[src/sv/fbrf_pkg.sv]
// ----------------------------------------------------------------------------
// fbrf_pkg
// Shared constants, payload types and control types of the rectangle fill
// block.
// ----------------------------------------------------------------------------
package fbrf_pkg;

    localparam int SCREEN_SIDE = 128;
    localparam int STORE_DEPTH = SCREEN_SIDE * SCREEN_SIDE;
    localparam int COORD_W     = $clog2(SCREEN_SIDE);
    localparam int ADDR_W      = $clog2(STORE_DEPTH);
    localparam int FIELD_W     = 8;
    localparam int SIZE_W      = FIELD_W + 1;
    localparam int PIXEL_W     = 16;

    localparam logic [SIZE_W-1:0] SIDE_S = SIZE_W'(SCREEN_SIDE);
    localparam logic [ADDR_W-1:0] SIDE_A = ADDR_W'(SCREEN_SIDE);
    localparam logic [ADDR_W-1:0] LAST_A = ADDR_W'(STORE_DEPTH - 1);

    localparam logic KIND_FILL = 1'b0;
    localparam logic KIND_READ = 1'b1;

    typedef struct packed {
        logic               kind;
        logic [FIELD_W-1:0] pos_x;
        logic [FIELD_W-1:0] pos_y;
        logic [FIELD_W-1:0] rect_width;
        logic [FIELD_W-1:0] rect_height;
        logic [PIXEL_W-1:0] fill_colour;
        logic               on_top;
    } t_req;

    typedef struct packed {
        logic [PIXEL_W-1:0] pixel_value;
        logic               rejected;
        logic               clipped_right;
        logic               clipped_bottom;
    } t_rsp;

    typedef enum logic [2:0] {
        ST_CLEAR,
        ST_IDLE,
        ST_DECIDE,
        ST_READ,
        ST_FILL,
        ST_DRAIN,
        ST_FINISH
    } t_state;

    typedef struct packed {
        logic clear;
        logic in_ready;
        logic rd_issue;
        logic fill_step;
        logic finish;
    } t_cmd;

    typedef struct packed {
        logic clr_done;
        logic in_valid;
        logic kind_read;
        logic skip;
        logic last_pixel;
        logic out_free;
    } t_stat;

endpackage

[src/sv/fbrf_ctrl.sv]
// ----------------------------------------------------------------------------
// fbrf_ctrl
// Sequencer: clearing pass, item decode, pixel read, fill sweep, response.
// ----------------------------------------------------------------------------
module fbrf_ctrl (
    input  logic            i_clk,
    input  logic            i_rst_n,
    input  fbrf_pkg::t_stat i_stat,
    output fbrf_pkg::t_cmd  o_cmd
);

    fbrf_pkg::t_state r_state;
    fbrf_pkg::t_state n_state;

    always_ff @(posedge i_clk) begin
        if (!i_rst_n) begin
            r_state <= fbrf_pkg::ST_CLEAR;
        end else begin
            r_state <= n_state;
        end
    end

    always_comb begin
        n_state = r_state;
        unique case (r_state)
            fbrf_pkg::ST_CLEAR: begin
                if (i_stat.clr_done) n_state = fbrf_pkg::ST_IDLE;
            end
            fbrf_pkg::ST_IDLE: begin
                if (i_stat.in_valid) n_state = fbrf_pkg::ST_DECIDE;
            end
            fbrf_pkg::ST_DECIDE: begin
                if (i_stat.kind_read) begin
                    n_state = fbrf_pkg::ST_READ;
                end else if (i_stat.skip) begin
                    n_state = fbrf_pkg::ST_FINISH;
                end else begin
                    n_state = fbrf_pkg::ST_FILL;
                end
            end
            fbrf_pkg::ST_READ: begin
                n_state = fbrf_pkg::ST_FINISH;
            end
            fbrf_pkg::ST_FILL: begin
                if (i_stat.last_pixel) n_state = fbrf_pkg::ST_DRAIN;
            end
            fbrf_pkg::ST_DRAIN: begin
                // last write of the sweep lands here
                n_state = fbrf_pkg::ST_FINISH;
            end
            fbrf_pkg::ST_FINISH: begin
                if (i_stat.out_free) n_state = fbrf_pkg::ST_IDLE;
            end
            default: n_state = fbrf_pkg::ST_CLEAR;
        endcase
    end

    always_comb begin
        o_cmd.clear     = (r_state == fbrf_pkg::ST_CLEAR);
        o_cmd.in_ready  = (r_state == fbrf_pkg::ST_IDLE);
        o_cmd.rd_issue  = (r_state == fbrf_pkg::ST_READ);
        o_cmd.fill_step = (r_state == fbrf_pkg::ST_FILL);
        o_cmd.finish    = (r_state == fbrf_pkg::ST_FINISH) && i_stat.out_free;
    end

    a_fill_only_drawable: assert property (@(posedge i_clk) disable iff (!i_rst_n)
        (r_state == fbrf_pkg::ST_FILL) |-> (!i_stat.skip && !i_stat.kind_read))
        else $error("fill sweep running on a read or empty item");

    a_finish_has_slot: assert property (@(posedge i_clk) disable iff (!i_rst_n)
        o_cmd.finish |-> i_stat.out_free)
        else $error("response loaded while output register busy");

    a_no_accept_in_clear: assert property (@(posedge i_clk) disable iff (!i_rst_n)
        (r_state == fbrf_pkg::ST_CLEAR) |=>
            (r_state == fbrf_pkg::ST_CLEAR || r_state == fbrf_pkg::ST_IDLE))
        else $error("left clearing pass into work");

endmodule

[config.mk]
export PLATFORM = sky130hd
export DESIGN_NAME = fbrf_ctrl
export DESIGN_NICKNAME = d
export VERILOG_FILES = /design/src/sv/fbrf_pkg.sv /design/src/sv/fbrf_ctrl.sv
export SDC_FILE = /design/constraint.sdc
export NUM_CORES = 1
export LEC_CHECK = 0
export BUFFER_PORTS_ARGS = -buffer_cell sky130_fd_sc_hd__buf_4
export CORE_AREA = 2 2 39 41
export CTS_BUF_LIST = sky130_fd_sc_hd__clkbuf_2
export DETAILED_ROUTE_END_ITERATION = 16
export DIE_AREA = 0 0 41 43
export GPL_ROUTABILITY_DRIVEN = 0
export PLACE_DENSITY = 0.39
export SYNTH_ARGS = -nofsm -noshare
export SYNTH_HDL_FRONTEND = slang
export SYNTH_SLANG_ARGS = --single-unit
[constraint.sdc]
create_clock -name i_clk -period 3.3 [get_ports i_clk]
set_input_delay 0.66 -clock i_clk [delete_from_list [all_inputs] [get_ports i_clk]]
set_output_delay 0.66 -clock i_clk [all_outputs]
set_load 0.02 [all_outputs]
==> impl_metrics.py <==
metrics = {
    "layout": {
        "insertedDiodeCount": 0,
        "top_register": "r_state",
        "largestRegisters": "r_state: 3 flops",
        "drive_gt1_frac": 0.4762,
        "largest_reg_flops": 3,
        "fill_cells": 147,
        "fin_area_sq_um": 362.8,
        "register_area_sq_um": 60.06,
        "final_cell_mix": "buf_4 (12), nand2_1 (4), clkbuf_2 (4)",
        "final_common_cell": "buf_4",
        "areaGrowthSynthToFinish_pct": 52.63,
        "fin_nets": 51,
        "multi_input_area_sq_um": 165.2,
        "stdcell_count": 58,
    },
    "yosys": {
        "synth_ff_type": "dfxtp_1",
        "synth_edf_count": 0,
        "synth_seq_area_share": 0.2526,
        "syn_inst": 27,
        "netlist_area_sq_um": 237.7,
        "ys_types": 15,
        "syn_avg_cell_area_sq_um": 8.805,
        "synth-seq-cells": 3,
        "yosys_warnings": 0,
        "async_flop_share": 0,
        "synth_nets": 35,
    },
    "worst_hold_path": {
        "hp-class": "register to register",
    },
    "sta": {
        "worst_pin_slew_ns": 0.3961,
        "setup_tns_ns": 0,
        "slew_viol_final": 0,
        "fin_crit_sh": 0.5726,
        "fin_ws_ns": 1.410,
        "hold_ws_ns": 0.5936,
        "relSlewSlack": 0.7356,
        "fin_crit_ns": 1.890,
        "hold_viol": 0,
        "rsz0062_at_grt": "false",
        "setup_viol": 0,
        "clock.fmax_ghz": 0.5292,
        "finalClockSkew_ns": 0.0009200,
    },
    "grt": {
        "grt-ovfl-total": 0,
        "grt_max_degree": 11,
        "antenna_found_initial": 0,
        "grt_first_pass_wirelength_um": 1014,
        "grtUsageTotal": 0.08936,
        "grt_pass1_vias": 240,
    },
    "power_and_ir_drop": {
        "p_leak_nw": 0.1597,
        "switching_share": 0.4318,
        "p_per_area_nw_per_um2": 807.6,
        "power_frac_comb": 0.536,
        "seqPwrFrac": 0.295,
        "p_int_w": 0.0001665,
        "p_sw_w": 0.0001265,
        "peakVddDrop_mv": 0.2824,
        "clkPwrFrac": 0.170,
    },
    "clock_network": {
        "cts_resized": 0,
        "clk_pin_slew_ns": 0.04,
        "cts_sinks": 3,
        "cts_setup_buffers": 0,
        "ctsHoldBuffers": 0,
        "numCtsBuffers": 3,
        "clockBufferDepth": 2,
        "cts_tree": "done",
        "cts_root_buf": "clkbuf_2",
        "clk_latency_ns": 0.20,
        "h-tree-depth": 1,
    },
    "detailed_routing": {
        "firstDrtPassIters": 2,
        "drtIter0Drc": 6,
        "ant_nets": 0,
        "post_drt_wl_per_cell_um": 10.97,
        "vias": 243,
        "vias_per_cell": 4.190,
        "drt-total-wl_um": 636,
        "drc_errors": 0,
    },
    "setup_path": {
        "cp_max_fo": 10,
        "cp-end-kind": "output port",
        "start_kind": "register",
        "crit_type": "register to output port",
        "critPathArrivalTime_ns": 1.23,
        "rrSetupSlack_ns": 1.95,
        "critPathRequiredTime_ns": 2.64,
    },
    "floorplanning": {
        "core_sq_um": 1384,
        "die_area_sq_um": 1763,
        "rows": 14,
        "initial_core_util": 0.1718,
        "fp.dieW_um": 41,
        "io_pins": 13,
        "die_h_um": 43,
    },
    "placed_design": {
        "port_buffers": 12,
        "dpl.cell_count": 54,
        "placed_cell_area_sq_um": 342.8,
        "hpwl_um": 480.9,
        "dp_slack_ns": 1.592,
    },
    "flow_run": {
        "drv_cap": 0,
    },
    "run_status": {
        "status": "finished clean",
    },
}
synthesized netlist by cell type (all sizes together) (2+ instances only):
master	count	share of area
dfxtp	3	0.25
nor2	3	0.047
mux2	2	0.13
mux2i	2	0.084
inv	2	0.032
nand2	4	0.063
nor3	3	0.063
worst paths after layout:
path               from          to  depth (start not counted)
max          r_state[1]    o_cmd[2]                          3
min          r_state[0]  r_state[0]                          2
max reg2reg  r_state[0]  r_state[1]                          3
min reg2reg  r_state[0]  r_state[0]                          2
critical path: stages, from the launching register on:
cell     delay (ns)
dfxtp_1        0.55
inv_1          0.13
nor3_1         0.19
buf_4          0.17
through the flow:
stage               utilization   power, W
floorplan                     -  0.0001925
global placement         0.2477  0.0002453
detailed placement       0.2477  0.0002441
CTS                      0.2622  0.0002970
global route             0.2622  0.0003235
finish                   0.2622  0.0002930
final cells by class:
type                            count  share of cell area
Clock buffer                        4             0.05517
Inverter                            2             0.02069
Multi-Input combinational cell     21              0.4552
Sequential cell                     3              0.1655
Tap cell                           16             0.05517
Timing Repair Buffer               12              0.2483
per-layer routing:
metal  vias to the layer above  wire [um]  track usage  share of wire
li1                        128          -            -              -
met1                       107        290       0.1254           0.46
met2                         8        293       0.1000           0.46
met3                         0         53      0.03141          0.083
met4                         0          0      0.08000              0
met5                         -          0            0              0
power by group through the flow:
stage | Combinational [W] | Clock (W) | Sequential [W]
final | 0.000157 | 0.0000498 | 0.0000863
after global placement | 0.000159 | 0 | 0.0000864
after CTS | 0.000159 | 0.0000532 | 0.0000847
after global routing | 0.000172 | 0.0000615 | 0.0000903
after floorplan | 0.000128 | 0 | 0.0000647
after detailed placement | 0.000158 | 0 | 0.0000858
cell families (layout without fill, tap and decap cells):
| kind of cell | Yosys count | count (layout) | share of synthesized area |
|---|---|---|---|
| simple gates | 11 | 11 | 0.2000 |
| flops | 3 | 3 | 0.2526 |
| buf+inv | 3 | 18 | 0.05262 |
| compound gates | 6 | 6 | 0.2842 |
| mux | 4 | 4 | 0.2105 |
No activity file was read; power rests on OpenSTA's default activity.
